### config.mk
export PLATFORM = sky130hd
export DESIGN_NAME = zhuyin_multitap_key_decoder
export DESIGN_NICKNAME = d
export VERILOG_FILES = /design/src/rtl/core/zmk_pkg.sv /design/src/rtl/core/zmk_res_buf.sv /design/src/rtl/core/zhuyin_multitap_key_decoder.sv
export VERILOG_INCLUDE_DIRS = /design/src /design/src/rtl/core
export SDC_FILE = /design/constraint.sdc
export NUM_CORES = 1
export LEC_CHECK = 0
export ABC_AREA = 1
export BUFFER_PORTS_ARGS = -buffer_cell sky130_fd_sc_hd__buf_2
export CAP_MARGIN = 20
export CORE_MARGIN = 2
export CORE_UTILIZATION = 50
export CTS_CLUSTER_DIAMETER = 150
export CTS_CLUSTER_SIZE = 40
export DETAILED_ROUTE_END_ITERATION = 12
export PLACE_DENSITY_LB_ADDON = 0.25
export SYNTH_ARGS = -nofsm -noshare
export SYNTH_HDL_FRONTEND = slang
export SYNTH_HIERARCHICAL = 1
export SYNTH_SLANG_ARGS = --single-unit
### constraint.sdc
create_clock -name clk -period 3.95 [get_ports clk]
set_input_delay 0.79 -clock clk [delete_from_list [all_inputs] [get_ports clk]]
set_output_delay 0.79 -clock clk [all_outputs]
set_load 0.005 [all_outputs]
### src/rtl/core/assert_macros.svh
// assertion macros shared by the rtl
`ifndef ASSERT_MACROS_SVH
`define ASSERT_MACROS_SVH

`ifndef SYNTHESIS

// property holds at every clock edge out of reset
`define ZMK_ASSERT_ALWAYS(lbl, expr) \
	lbl: assert property (@(posedge clk) disable iff (!arst_n) (expr)) \
		else $error("assertion failed: lbl");

// consequent holds in the same cycle as the antecedent
`define ZMK_ASSERT_IMPLIES(lbl, ante, cons) \
	lbl: assert property (@(posedge clk) disable iff (!arst_n) (ante) |-> (cons)) \
		else $error("assertion failed: lbl");

// consequent holds in the cycle after the antecedent
`define ZMK_ASSERT_NEXT(lbl, ante, cons) \
	lbl: assert property (@(posedge clk) disable iff (!arst_n) (ante) |=> (cons)) \
		else $error("assertion failed: lbl");

`else

`define ZMK_ASSERT_ALWAYS(lbl, expr)
`define ZMK_ASSERT_IMPLIES(lbl, ante, cons)
`define ZMK_ASSERT_NEXT(lbl, ante, cons)

`endif

`endif

### src/rtl/core/zmk_pkg.sv
// types, constants and symbol tables of the multi-tap key decoder
`default_nettype none

package zmk_pkg;

	localparam int unsigned APB_ADDR_W = 3;
	localparam int unsigned APB_DATA_W = 32;

	localparam logic [0:0] REG_TIMEOUT = 1'b0;
	localparam logic [15:0] TIMEOUT_RESET = 16'd700;

	localparam logic [1:0] OP_KEY = 2'd0;
	localparam logic [1:0] OP_TICK = 2'd1;
	localparam logic [1:0] OP_TONE = 2'd2;
	localparam logic [1:0] OP_SOFT_RESET = 2'd3;

	localparam logic [1:0] STATUS_REPLACE = 2'd0;
	localparam logic [1:0] STATUS_NEW = 2'd1;
	localparam logic [1:0] STATUS_INVALID = 2'd2;

	localparam logic [3:0] KEY_STAR = 4'd10;
	localparam logic [3:0] KEY_NONE = 4'd15;

	localparam logic [2:0] TAP_MAX = 3'd5;
	localparam logic [2:0] TAP_FIRST = 3'd1;
	localparam logic [2:0] CYCLE_RESET = 3'd1;

	typedef struct packed {
		logic [1:0]  operation;
		logic [3:0]  key;
		logic [15:0] base_symbol;
	} evt_t;

	typedef struct packed {
		logic [15:0] symbol;
		logic        symbol_valid;
		logic [1:0]  status;
	} res_t;

	typedef struct packed {
		logic valid;
		logic full;
	} buf_stat_t;

	localparam logic [15:0] SYM_TABLE [0:10][0:4] = '{
		'{16'h3127, 16'h3128, 16'h3129, 16'h0000, 16'h0000},
		'{16'h3105, 16'h3106, 16'h3107, 16'h3108, 16'h0000},
		'{16'h3109, 16'h310A, 16'h310B, 16'h310C, 16'h0000},
		'{16'h310D, 16'h310E, 16'h310F, 16'h0000, 16'h0000},
		'{16'h3110, 16'h3111, 16'h3112, 16'h0000, 16'h0000},
		'{16'h3113, 16'h3114, 16'h3115, 16'h3116, 16'h0000},
		'{16'h3117, 16'h3118, 16'h3119, 16'h0000, 16'h0000},
		'{16'h311A, 16'h311B, 16'h311C, 16'h311D, 16'h0000},
		'{16'h311E, 16'h311F, 16'h3120, 16'h3121, 16'h0000},
		'{16'h3122, 16'h3123, 16'h3124, 16'h3125, 16'h3126},
		'{16'h0020, 16'h02CA, 16'h02C7, 16'h02CB, 16'h02D9}
	};

	localparam logic [2:0] CYCLE_TABLE [0:15] = '{
		3'd3, 3'd4, 3'd4, 3'd3, 3'd3, 3'd4, 3'd3, 3'd4,
		3'd4, 3'd5, 3'd5, 3'd0, 3'd0, 3'd0, 3'd0, 3'd0
	};

	function automatic logic [15:0] sym_lookup(input logic [3:0] key, input logic [2:0] tap);
		logic [2:0] col;
		col = tap - TAP_FIRST;
		if (key <= KEY_STAR && tap >= TAP_FIRST && tap <= TAP_MAX) begin
			return SYM_TABLE[key][col];
		end
		return 16'h0000;
	endfunction

endpackage

`default_nettype wire

### src/rtl/core/zmk_res_buf.sv
// two-entry result buffer between the decoder and the result channel
`default_nettype none

module zmk_res_buf (
	input  wire logic             clk,
	input  wire logic             arst_n,
	input  wire logic             push,
	input  wire zmk_pkg::res_t    push_item,
	input  wire logic             pop,
	output zmk_pkg::res_t         head,
	output zmk_pkg::buf_stat_t    stat
);
	import zmk_pkg::*;

	logic [1:0] count_q;
	res_t       head_q;
	res_t       tail_q;
	logic       do_pop;

	assign do_pop = pop && (count_q != 2'd0);

	always_ff @(posedge clk or negedge arst_n) begin
		if (!arst_n) begin
			count_q <= 2'd0;
		end else begin
			case ({push, do_pop})
				2'b10: count_q <= count_q + 2'd1;
				2'b01: count_q <= count_q - 2'd1;
				default: count_q <= count_q;
			endcase
		end
	end

	always_ff @(posedge clk) begin
		case ({push, do_pop})
			2'b10: begin
				if (count_q == 2'd0) begin
					head_q <= push_item;
				end else begin
					tail_q <= push_item;
				end
			end
			2'b01: head_q <= tail_q;
			2'b11: begin
				if (count_q == 2'd1) begin
					head_q <= push_item;
				end else begin
					head_q <= tail_q;
					tail_q <= push_item;
				end
			end
			default: head_q <= head_q;
		endcase
	end

	assign head = head_q;
	assign stat.valid = (count_q != 2'd0);
	assign stat.full = (count_q == 2'd2);

endmodule

`default_nettype wire

### src/rtl/core/zhuyin_multitap_key_decoder.sv
// top level of the multi-tap zhuyin keypad decoder
//
// event channel (evt_valid, evt_ready, evt): one transaction per key press,
// timer tick, tone mark request or soft reset. a key press or a tone mark
// request gives one result transaction on the result channel (res_valid,
// res_ready, res); a tick or a soft reset gives none.
// each event is decoded in the cycle it is taken: the state registers and
// the result buffer load at that edge; results leave on res in order. while
// the buffer has room one event per cycle is taken, set by the single state
// update loop through the last key, tap and timer registers.
// a two-entry result buffer parts the channels: while res is stalled the
// block keeps taking events until both entries hold results, then
// evt_ready drops until the receiver takes one.
// apb port: timeout_ticks at byte address 0, pready always high.
// reset clears the state to no key, timed out, timer stopped, and loads
// timeout_ticks with 700; the result buffer is emptied.
`default_nettype none
`include "assert_macros.svh"

module zhuyin_multitap_key_decoder (
	input  wire logic                            clk,
	input  wire logic                            arst_n,
	input  wire logic                            evt_valid,
	output logic                                 evt_ready,
	input  wire zmk_pkg::evt_t                   evt,
	output logic                                 res_valid,
	input  wire logic                            res_ready,
	output zmk_pkg::res_t                        res,
	input  wire logic                            psel,
	input  wire logic                            penable,
	input  wire logic                            pwrite,
	input  wire logic [zmk_pkg::APB_ADDR_W-1:0]  paddr,
	input  wire logic [zmk_pkg::APB_DATA_W-1:0]  pwdata,
	output logic      [zmk_pkg::APB_DATA_W-1:0]  prdata,
	output logic                                 pready
);
	import zmk_pkg::*;

	logic [15:0] timeout_q;
	logic [3:0]  last_key_q;
	logic        timed_out_q;
	logic [2:0]  tap_q;
	logic [2:0]  cycle_q;
	logic [15:0] timer_q;
	logic        running_q;

	logic [3:0]  last_key_n;
	logic        timed_out_n;
	logic [2:0]  tap_n;
	logic [2:0]  cycle_n;
	logic [15:0] timer_n;
	logic        running_n;

	logic        accept;
	logic        push;
	res_t        res_n;
	logic [15:0] sym;
	logic [2:0]  tone_pos;
	logic [15:0] timer_inc;
	logic        reg_wr;

	buf_stat_t   buf_stat;

	assign pready = 1'b1;
	assign reg_wr = psel && penable && pwrite && pready
		&& (paddr[APB_ADDR_W-1:2] == REG_TIMEOUT);
	assign prdata = (paddr[APB_ADDR_W-1:2] == REG_TIMEOUT)
		? {{(APB_DATA_W-16){1'b0}}, timeout_q} : '0;

	always_ff @(posedge clk or negedge arst_n) begin
		if (!arst_n) begin
			timeout_q <= TIMEOUT_RESET;
		end else if (reg_wr) begin
			timeout_q <= pwdata[15:0];
		end
	end

	assign evt_ready = !buf_stat.full;
	assign accept = evt_valid && evt_ready;
	assign timer_inc = timer_q + 16'd1;

	always_comb begin
		tone_pos = 3'd0;
		for (int i = 4; i >= 0; i--) begin
			if (SYM_TABLE[KEY_STAR][i] == evt.base_symbol) begin
				tone_pos = 3'(i + 1);
			end
		end
	end

	always_comb begin
		last_key_n = last_key_q;
		timed_out_n = timed_out_q;
		tap_n = tap_q;
		cycle_n = cycle_q;
		timer_n = timer_q;
		running_n = running_q;
		push = 1'b0;
		res_n.status = STATUS_NEW;
		sym = 16'h0000;
		unique case (evt.operation)
			OP_TICK: begin
				if (running_q) begin
					timer_n = timer_inc;
					if (timer_inc >= timeout_q) begin
						timed_out_n = 1'b1;
						running_n = 1'b0;
					end
				end
			end
			OP_SOFT_RESET: begin
				last_key_n = KEY_NONE;
				timed_out_n = 1'b1;
				tap_n = 3'd0;
				cycle_n = CYCLE_RESET;
			end
			OP_TONE: begin
				push = 1'b1;
				cycle_n = TAP_MAX;
				tap_n = (tone_pos == TAP_MAX) ? TAP_FIRST : tone_pos + 3'd1;
				res_n.status = (tone_pos != 3'd0) ? STATUS_REPLACE : STATUS_NEW;
				sym = sym_lookup(KEY_STAR, tap_n);
				last_key_n = KEY_STAR;
				timed_out_n = 1'b0;
			end
			default: begin
				push = 1'b1;
				timer_n = 16'd0;
				running_n = 1'b1;
				if (evt.key == last_key_q && !timed_out_q) begin
					if (cycle_q != 3'd0) begin
						tap_n = tap_q + 3'd1;
						if (tap_n > cycle_q) begin
							tap_n = TAP_FIRST;
						end
					end
					res_n.status = STATUS_REPLACE;
				end else if (evt.key == last_key_q) begin
					tap_n = TAP_FIRST;
					res_n.status = STATUS_NEW;
				end else begin
					tap_n = TAP_FIRST;
					cycle_n = CYCLE_TABLE[evt.key];
					res_n.status = (cycle_n != 3'd0) ? STATUS_NEW : STATUS_INVALID;
				end
				sym = sym_lookup(evt.key, tap_n);
				last_key_n = evt.key;
				timed_out_n = 1'b0;
			end
		endcase
		res_n.symbol = sym;
		res_n.symbol_valid = (sym != 16'h0000);
	end

	always_ff @(posedge clk or negedge arst_n) begin
		if (!arst_n) begin
			last_key_q <= KEY_NONE;
			timed_out_q <= 1'b1;
			tap_q <= 3'd0;
			cycle_q <= CYCLE_RESET;
			timer_q <= 16'd0;
			running_q <= 1'b0;
		end else if (accept) begin
			last_key_q <= last_key_n;
			timed_out_q <= timed_out_n;
			tap_q <= tap_n;
			cycle_q <= cycle_n;
			timer_q <= timer_n;
			running_q <= running_n;
		end
	end

	zmk_res_buf u_res_buf (
		.clk       (clk),
		.arst_n    (arst_n),
		.push      (accept && push),
		.push_item (res_n),
		.pop       (res_ready),
		.head      (res),
		.stat      (buf_stat)
	);

	assign res_valid = buf_stat.valid;

	`ZMK_ASSERT_ALWAYS(a_tap_range, (tap_q <= TAP_MAX) && (cycle_q <= TAP_MAX))
	`ZMK_ASSERT_IMPLIES(a_sym_flag, res_valid, res.symbol_valid == (res.symbol != 16'h0000))
	`ZMK_ASSERT_IMPLIES(a_stall_full, !evt_ready, res_valid)
	`ZMK_ASSERT_NEXT(a_key_starts_timer, accept && (evt.operation == OP_KEY), running_q && !timed_out_q)

endmodule

`default_nettype wire
==> results.json, run 1 <==
{
  "cp.arrival_ns": 3.80,
  "clk_pin_slew_ns": 0.06,
  "synthCells": 732,
  "cp_max_fo": 4,
  "min_period_over_period": 0.893,
  "grt_pass1_wl_um": 20500,
  "clock_latency_ns": 0.34,
  "synth_edf_count": 38,
  "start_util": 0.515,
  "synth_warnings": 6,
  "syn_to_final_growth_pct": 14.8,
  "avgSynthCellArea_sq_um": 7.69,
  "gr-total-overflow": 0,
  "clock_skew_ns": 0.00398,
  "core-area_sq_um": 10900,
  "ff_latch_area_sq_um": 2310,
  "totalWireLength_um": 12200,
  "min_path_type": "input pin to async pin",
  "hold_buffers": 0,
  "synth-main-ff-cell": "edfxtp_1",
  "stdcell_area_sq_um": 6460,
  "crit_family": "simple AND/OR/NAND/NOR gates",
  "num_vias": 4915,
  "fin_ws_ns": 0.421,
  "yosysMostFrequentCell": "nand2_1",
  "cts_tree": "done",
  "synthesis.area_sq_um": 5630,
  "grtUsageTotal": 0.214,
  "ctsResizeCount": 0,
  "dp.final_hpwl_um": 9250,
  "cpPeakStageDelay_ns": 0.44,
  "critical_path_class": "flip-flop to flip-flop",
  "die_x_um": 110,
  "leakagePower_uw": 0.00341,
  "route.detailed.drc": 0,
  "cts_buffer_depth": 2,
  "grt_max_degree": 47,
  "fillCellCount": 964,
  "tightest_slew_ns": 0.919,
  "die_area_sq_um": 12100,
  "powerDensity_nw_per_um2": 515,
  "wire_per_inst_um": 12.6,
  "cts_sinks": 84,
  "dr.first_iter.drc_count": 296,
  "yosysSeqAreaShare": 0.410,
  "num_io_pins": 118,
  "io_buffers": 82,
  "start_kind": "flip-flop",
  "power_uw": 3330,
  "yosys-top-cells-area": "edfxtp_1 (20%), dfrtp_1 (15%), nand2_1 (11%)",
  "critPathRequiredTime_ns": 4.22,
  "slew_headroom": 0.385,
  "vdd_drop_max_mv": 0.303,
  "layoutNonFillerInstCount": 966,
  "dp_slack_ns": 0.321,
  "synth_async_sr_flop_share": 0.548,
  "post-route-min-period_ns": 3.53,
  "multi_input_area_sq_um": 2790,
  "synthDistinctLibCells": 40,
  "cp-end-kind": "flip-flop",
  "drt-vias-per-instance": 5.09,
  "post-place-cells": 949,
  "hold_viol": 0,
  "diodes": 0,
  "crit_chain": "ha_1 -> nand3_1 -> nor2_1 -> nand3_1 -> nor3_1 -> nand3_1 -> nor2_1 -> xor2_1 -> inv_1 -> ha_1 -> nand2_1 -> nor2_1 -> nand4_1 -> o311ai_1 -> a21oi_1 -> a21oi_1",
  "nets": 926,
  "grt_pass1_vias": 4649,
  "setup_violations": 0,
  "dpl-instance-area_sq_um": 6130,
  "rsz0062_at_grt": "no",
  "tns_ns": 0,
  "post_cts_buffers": 0,
  "die_y_um": 110,
  "drive_gt1_frac": 0.162,
  "cts_made_buffers": 9,
  "fmax_mhz": 283,
  "critPathBufInv": 1,
  "place_congestion": 0.856,
  "htreeDepth": 3,
  "slew_viol_final": 0,
  "synth_top_area_share": 0.203,
  "synth-seq-cells": 84,
  "drv_cap": 0,
  "rows": 38,
  "status": "completed",
  "critPathSlowestCell": "o311ai_1",
  "synthTopCellsByCount": "nand2_1 (163), inv_1 (102), nor2_1 (86), nand3_1 (55), a21oi_1 (45)",
  "antenna_left": 0,
  "root_buffer": "clkbuf_16",
  "grt_antenna_before_repair": 0,
  "drt_first_pass_iters": 5,
  "yosys.area.top_type": "edfxtp_1"
}
registers in the layout (all words and copies together) (netlist names):
register           count
last_key_q             4
running_q              1
tap_q                  3
cycle_q                3
u_res_buf/tail_q      19
timed_out_q            1
timer_q               16
timeout_q             16
u_res_buf/count_q      2
u_res_buf/head        19
worst paths after layout:
kind / from / to / slack [ns] / cells after the start
min reg2reg: running_q / running_q / 0.49 / 2
min in group clk: running_q / running_q / 0.49 / 2
min: arst_n / timeout_q[15] / 0.42 / 1
max: timer_q[0] / timed_out_q / 0.42 / 16
max reg2reg: timer_q[0] / timed_out_q / 0.42 / 16
max in group asynchronous: arst_n / timed_out_q / 2.95 / 2
cell type report:
class,instances,area share
Clock buffer,9,0.0348
Clock inverter,7,0.0141
Inverter,108,0.0627
Sequential cell,84,0.357
Timing Repair Buffer,88,0.0724
Multi-Input combinational cell,530,0.432
Tap cell,140,0.0271
metrics by stage:
stage | utilization | hold WS (ns)
finish | 0.591 | 0.423
global route | 0.591 | 0.458
CTS | 0.589 | 0.486
detailed placement | 0.560 | 0.470
global placement | 0.560 | 0.453
floorplan | - | 0.442
layout by cell type, fill, tap and decap left out, drive strengths merged, types with 2 or more instances in the layout:
master / n
a21boi: 4
a21oi: 46
a22oi: 3
buf: 88
bufinv: 2
clkbuf: 9
clkinv: 2
clkinvlp: 4
conb: 25
dfrtp: 34
dfstp: 12
edfxtp: 38
ha: 41
inv: 107
nand2: 169
nand3: 55
nand3b: 5
nand4: 9
nor2: 91
nor3: 10
o211ai: 2
o21ai: 44
o22ai: 9
xor2: 11
metal layers:
metal	vias to the layer above	global-route usage	part of all wire
met1	2263	0.278	0.46
met3	19	0.0323	0.040
met4	0	0.0714	0.015
li1	2519	-	-
met2	114	0.366	0.49
met5	-	0	0
power breakdown:
part,leakage [uW],internal (uW),switching (uW),total [uW]
sequential,0.000913,1190,95.4,1290
combinational,0.00236,404,748,1150
clock,0.000141,549,341,891
total,0.00341,2150,1180,3330
cell families (layout without fill, tap and decap cells):
family          Yosys count  in the layout  share of synthesized area
xor+xnor                 11             11                     0.0171
fa+ha+maj                41             41                     0.0911
simple gates            341            341                      0.263
compound gates          112            112                      0.108
flops                    84             84                      0.410
buf+inv                 141            212                      0.110
other cells               2             25                    0.00133
Power figures use the tool's default switching activity.
==> run 2: changes to the inputs <==
--- a/config.mk
+++ b/config.mk
@@ -7,9 +7,9 @@
 export NUM_CORES = 1
 export LEC_CHECK = 0
 export ABC_AREA = 1
-export BUFFER_PORTS_ARGS = -buffer_cell sky130_fd_sc_hd__buf_2
+export BUFFER_PORTS_ARGS = -buffer_cell sky130_fd_sc_hd__buf_4
 export CAP_MARGIN = 20
-export CORE_MARGIN = 2
+export CORE_MARGIN = 1.5
 export CORE_UTILIZATION = 50
 export CTS_CLUSTER_DIAMETER = 150
 export CTS_CLUSTER_SIZE = 40
==> run 2 against run 1 <==
Global-route usage shrank 0.41 points. Highest routed layer unchanged. Non-clock buffer count shrank 1. Sequential cell count is the same. Total power shrank 6.4%.
==> results.json, run 2 (synthesis results as in run 1) <==
{
  "crit_chain": "nand4_1 -> nor3_1 -> nand4_1 -> nor2_1 -> nand2_1 -> nor2_1 -> nand2_1 -> xor2_1 -> inv_1 -> ha_1 -> nand2_1 -> nor2_1 -> nand4_1 -> o311ai_1 -> buf_4 -> a21oi_1 -> a21oi_1",
  "rsz0062_at_grt": "no",
  "clk_pin_slew_ns": 0.09,
  "cp_max_fo": 4,
  "cts_buffer_depth": 2,
  "critPathSlowestCell": "o311ai_1",
  "vdd_drop_max_mv": 0.288,
  "gr-total-overflow": 0,
  "rr_worst_depth": 17,
  "cts_tree": "done",
  "status": "completed",
  "totalWireLength_um": 11800,
  "dr.first_iter.drc_count": 317,
  "diodes": 0,
  "start_util": 0.517,
  "crit_family": "simple AND/OR/NAND/NOR gates",
  "cpPeakStageDelay_ns": 0.46,
  "cts_made_buffers": 9,
  "min_path_type": "input pin to async pin",
  "slew_headroom": 0.416,
  "drt-vias-per-instance": 5.12,
  "hold_viol": 0,
  "grt_pass1_vias": 4583,
  "htreeDepth": 3,
  "dp.final_hpwl_um": 9160,
  "power_uw": 3120,
  "core-area_sq_um": 10900,
  "critPathRequiredTime_ns": 4.24,
  "rows": 38,
  "r2r_slack_ns": 0.40,
  "num_vias": 4943,
  "slew_viol_final": 0,
  "syn_to_final_growth_pct": 16.2,
  "grt_max_degree": 47,
  "die_x_um": 109,
  "root_buffer": "clkbuf_8",
  "post_cts_buffers": 0,
  "setup_violations": 0,
  "layout_commonest_cell": "nand2_1",
  "min_period_over_period": 0.898,
  "powerDensity_nw_per_um2": 476,
  "final_cell_mix": "nand2_1 (163), inv_1 (102), buf_4 (87), nor2_1 (86), nand3_1 (55)",
  "drive_gt1_frac": 0.164,
  "fmax_mhz": 282,
  "num_io_pins": 118,
  "leakagePower_uw": 0.00343,
  "startpoint": "timer_q[0]",
  "grt_antenna_before_repair": 0,
  "tns_ns": 0,
  "tightest_slew_ns": 0.872,
  "clock_latency_ns": 0.36,
  "grt_pass1_wl_um": 20000,
  "die_y_um": 109,
  "worst_hold_slack_ns": 0.432,
  "die_area_sq_um": 11900,
  "worstReg2RegEnd": "timed_out_q",
  "wire_per_inst_um": 12.3,
  "route.detailed.drc": 0,
  "place_congestion": 0.960,
  "critPathBufInv": 2,
  "cp.arrival_ns": 3.84,
  "drv_cap": 0,
  "cp-end-kind": "flip-flop",
  "timing.rr.start": "timer_q[0]",
  "nets": 925,
  "fillCellCount": 957,
  "post-route-min-period_ns": 3.55,
  "drt_first_pass_iters": 6,
  "start_kind": "flip-flop",
  "io_buffers": 82,
  "clock_skew_ns": 0.00949,
  "critical_path_class": "flip-flop to flip-flop",
  "grtUsageTotal": 0.210,
  "antenna_left": 0,
  "cts_sinks": 84
}
==> run 2: cell count changes in the layout (fill, tap and decap cells not counted), sizes merged <==
cell      delta
clkinv       +2
inv          +2
bufinv       -1
clkinvlp     -3
buf          -1
==> run 2: how the worst max path moves through the flow <==
stage                          end  cells past startpoint  slack (ns)
2_1_floorplan  u_res_buf/tail_q[0]                      5        0.56
3_3_place_gp           timed_out_q                     17        0.36
3_5_place_dp           timed_out_q                     17        0.31
4_1_cts                timed_out_q                     17        0.25
5_1_grt          u_res_buf/head[2]                     21        0.01
6_report               timed_out_q                     17        0.40
==> run 2: metal layers <==
metal  vias up  track usage  part of all wire
li1       2521            -                 -
met1      2288        0.274              0.46
met2       119        0.352              0.49
met3        15       0.0377             0.039
met4         0       0.0677             0.011
met5         -            0                 0
==> run 2: timing repair <==
action | in CTS | in global routing
hold buffers | 0 | 0
setup endpoints to repair | 0 | 3
gates resized for setup | 0 | 3
==> run 2: area by class of cell <==
cell class              instances  area (sq um)  share of cell area
multi-input cells             530          2800               0.428
repair buffers                 87           653              0.0998
clock buffers                   9           124              0.0189
flip-flops and latches         84          2310               0.353
well taps                     140           175              0.0268
inverters                     108           405              0.0620
clock inverters                 7          75.1              0.0115
==> run 2: through the flow <==
| stage | worst slack [ns] | instances | area, sq um | utilization |
|---|---|---|---|---|
| floorplan | 0.562 | 755 | 5720 | - |
| global placement | 0.355 | 949 | 6330 | 0.582 |
| detailed placement | 0.311 | 949 | 6330 | 0.582 |
| CTS | 0.252 | 965 | 6530 | 0.600 |
| global route | 0.0149 | 965 | 6540 | 0.601 |
| finish | 0.404 | 965 | 6540 | 0.601 |
==> run 2: power by group <==
group          switching, uW  internal, uW
Sequential              92.7          1190
Combinational            741           468
Clock                    327           296
==> run 3: changes to the inputs <==
--- a/config.mk
+++ b/config.mk
@@ -7,7 +7,7 @@
 export NUM_CORES = 1
 export LEC_CHECK = 0
 export ABC_AREA = 1
-export BUFFER_PORTS_ARGS = -buffer_cell sky130_fd_sc_hd__buf_4
+export BUFFER_PORTS_ARGS = -buffer_cell sky130_fd_sc_hd__buf_2
 export CAP_MARGIN = 20
 export CORE_MARGIN = 1.5
 export CORE_UTILIZATION = 50
==> run 3 against run 2 <==
Worst setup slack better by 0.023 ns. Wire length down 1.5%. First-iteration DRC count down 17%. Non-clock buffer count up 2. Sequential share of layout area up 1.0 points. Cell area down 2.9%. Critical endpoint is now u_res_buf/head[2]. Total power down 2.2%. Highest routed layer unchanged.
==> results.json, run 3 (synthesis results as in run 1) <==
{
  "power_uw": 3050,
  "cp.arrival_ns": 3.75,
  "core-area_sq_um": 10900,
  "critPathSlowestCell": "dfrtp_1",
  "rr_worst_depth": 21,
  "drt_first_pass_iters": 5,
  "startpoint": "tap_q[0]",
  "gr-total-overflow": 0,
  "cpPeakStageDelay_ns": 0.41,
  "die_x_um": 109,
  "use_met2": 0.349,
  "grt_max_degree": 47,
  "critical_path_class": "flip-flop to flip-flop",
  "clock_skew_ns": 0.0121,
  "hold_viol": 0,
  "globalRouteMet3Util": 0.0436,
  "num_io_pins": 118,
  "syn_to_final_growth_pct": 12.9,
  "grt_pass1_wl_um": 19700,
  "status": "completed",
  "cts_buffer_depth": 2,
  "nets": 927,
  "powerDensity_nw_per_um2": 480,
  "clk_pin_slew_ns": 0.09,
  "timing.rr.start": "tap_q[0]",
  "critPathRequiredTime_ns": 4.17,
  "min_period_over_period": 0.892,
  "wire_per_inst_um": 12.1,
  "diodes": 0,
  "clock_latency_ns": 0.36,
  "leakagePower_uw": 0.00337,
  "start_util": 0.517,
  "cp.depth": 21,
  "drive_gt1_frac": 0.164,
  "rsz0062_at_grt": "no",
  "cp-endpoint": "u_res_buf/head[2]",
  "rows": 38,
  "crit_chain": "ha_1 -> xor2_1 -> ha_1 -> a21oi_1 -> nand2_1 -> nand2_1 -> nand2_1 -> nand2_1 -> nand2_4 -> ha_1 -> inv_1 -> nand3_1 -> nand2_1 -> nand2_1 -> nor2_2 -> o21ai_1 -> nand2_1 -> nor2_1 -> nand2_1 -> nand3_1 -> nand2_1",
  "fillCellCount": 1000,
  "fmax_mhz": 284,
  "place_congestion": 0.946,
  "vdd_drop_max_mv": 0.283,
  "drv_cap": 0,
  "hold_buffers": 0,
  "cts_sinks": 84,
  "worstReg2RegEnd": "u_res_buf/head[2]",
  "root_buffer": "clkbuf_8",
  "die_area_sq_um": 11900,
  "tightest_slew_ns": 0.894,
  "grtUsageTotal": 0.208,
  "route.detailed.drc": 0,
  "antenna_left": 0,
  "grt_pass1_vias": 4640,
  "crit_top_cell": "nand2_1",
  "cts_made_buffers": 9,
  "drt-vias-per-instance": 5.04,
  "start_kind": "flip-flop",
  "busiest_layer": "met2",
  "dp.final_hpwl_um": 9090,
  "io_buffers": 82,
  "post-route-min-period_ns": 3.52,
  "cts_tree": "done",
  "grt_antenna_before_repair": 0,
  "min_path_type": "input pin to async pin",
  "crit_family": "simple AND/OR/NAND/NOR gates",
  "critPathBufInv": 1,
  "setup_violations": 0,
  "htreeDepth": 3,
  "dr.first_iter.drc_count": 263,
  "r2r_slack_ns": 0.43,
  "num_vias": 4871,
  "tns_ns": 0,
  "slew_headroom": 0.402,
  "cp-end-kind": "flip-flop",
  "die_y_um": 109,
  "totalWireLength_um": 11700,
  "grt_use_met1": 0.268,
  "slew_viol_final": 0,
  "final_cell_mix": "nand2_1 (163), inv_1 (102), nor2_1 (86), buf_2 (82), nand3_1 (55)",
  "layout_commonest_cell": "nand2_1",
  "cp_max_fo": 19
}
-- run 3: cell type report --
| cell class | count | area [sq um] | area share |
|---|---|---|---|
| Clock inverter | 7 | 77.6 | 0.0122 |
| Tap cell | 140 | 175 | 0.0276 |
| Sequential cell | 84 | 2310 | 0.363 |
| Timing Repair Buffer | 89 | 475 | 0.0748 |
| Inverter | 108 | 405 | 0.0638 |
| Multi-Input combinational cell | 530 | 2790 | 0.439 |
| Clock buffer | 9 | 124 | 0.0195 |
-- run 3: how the worst min path moves through the flow --
| stage | from | to | slack [ns] |
|---|---|---|---|
| 2_1_floorplan | running_q | running_q | 0.44 |
| 3_3_place_gp | running_q | running_q | 0.46 |
| 3_5_place_dp | running_q | running_q | 0.46 |
| 4_1_cts | running_q | running_q | 0.48 |
| 5_1_grt | arst_n | timeout_q[14] | 0.32 |
| 6_report | arst_n | timeout_q[14] | 0.32 |
-- run 3: through the flow --
| stage | hold slack [ns] | utilization | area [sq um] | cells | setup WS [ns] |
|---|---|---|---|---|---|
| 3_3_place_gp | 0.455 | 0.563 | 6130 | 950 | 0.375 |
| 6_report | 0.315 | 0.584 | 6360 | 967 | 0.427 |
| 4_1_cts | 0.482 | 0.582 | 6340 | 966 | 0.321 |
| 2_1_floorplan | 0.442 | - | 5720 | 755 | 0.562 |
| 5_1_grt | 0.322 | 0.584 | 6360 | 967 | 0.0634 |
| 3_5_place_dp | 0.461 | 0.563 | 6130 | 950 | 0.379 |
-- run 3: layer usage --
layer / part of all wire / up-vias
met5: 0 / -
li1: - / 2515
met3: 0.048 / 23
met4: 0.018 / 0
met2: 0.47 / 120
met1: 0.46 / 2213
-- run 3: what timing repair did --
item | CTS | global route
buffers inserted | 0 | 0
resized for setup | 0 | 1
setup endpoints to repair | 0 | 2
-- run 3: worst register-to-register path: cells and delay by family (launching register included) --
| kind | cells | cell delay [ns] |
|---|---|---|
| adders and majority gates | 3 | 0.87 |
| and+or+nand+nor | 14 | 1.49 |
| DFF | 1 | 0.41 |
| xor gates and xnor gates | 1 | 0.20 |
| buffers and inverters | 1 | 0.18 |
| AOI/OAI and AO/OA | 2 | 0.26 |
-- run 3: power breakdown --
group / leakage, uW / internal, uW / switching, uW
Combinational: 0.00236 / 403 / 740
Sequential: 0.000913 / 1190 / 93.2
Clock: 0.0000955 / 295 / 327
Total: 0.00337 / 1890 / 1160
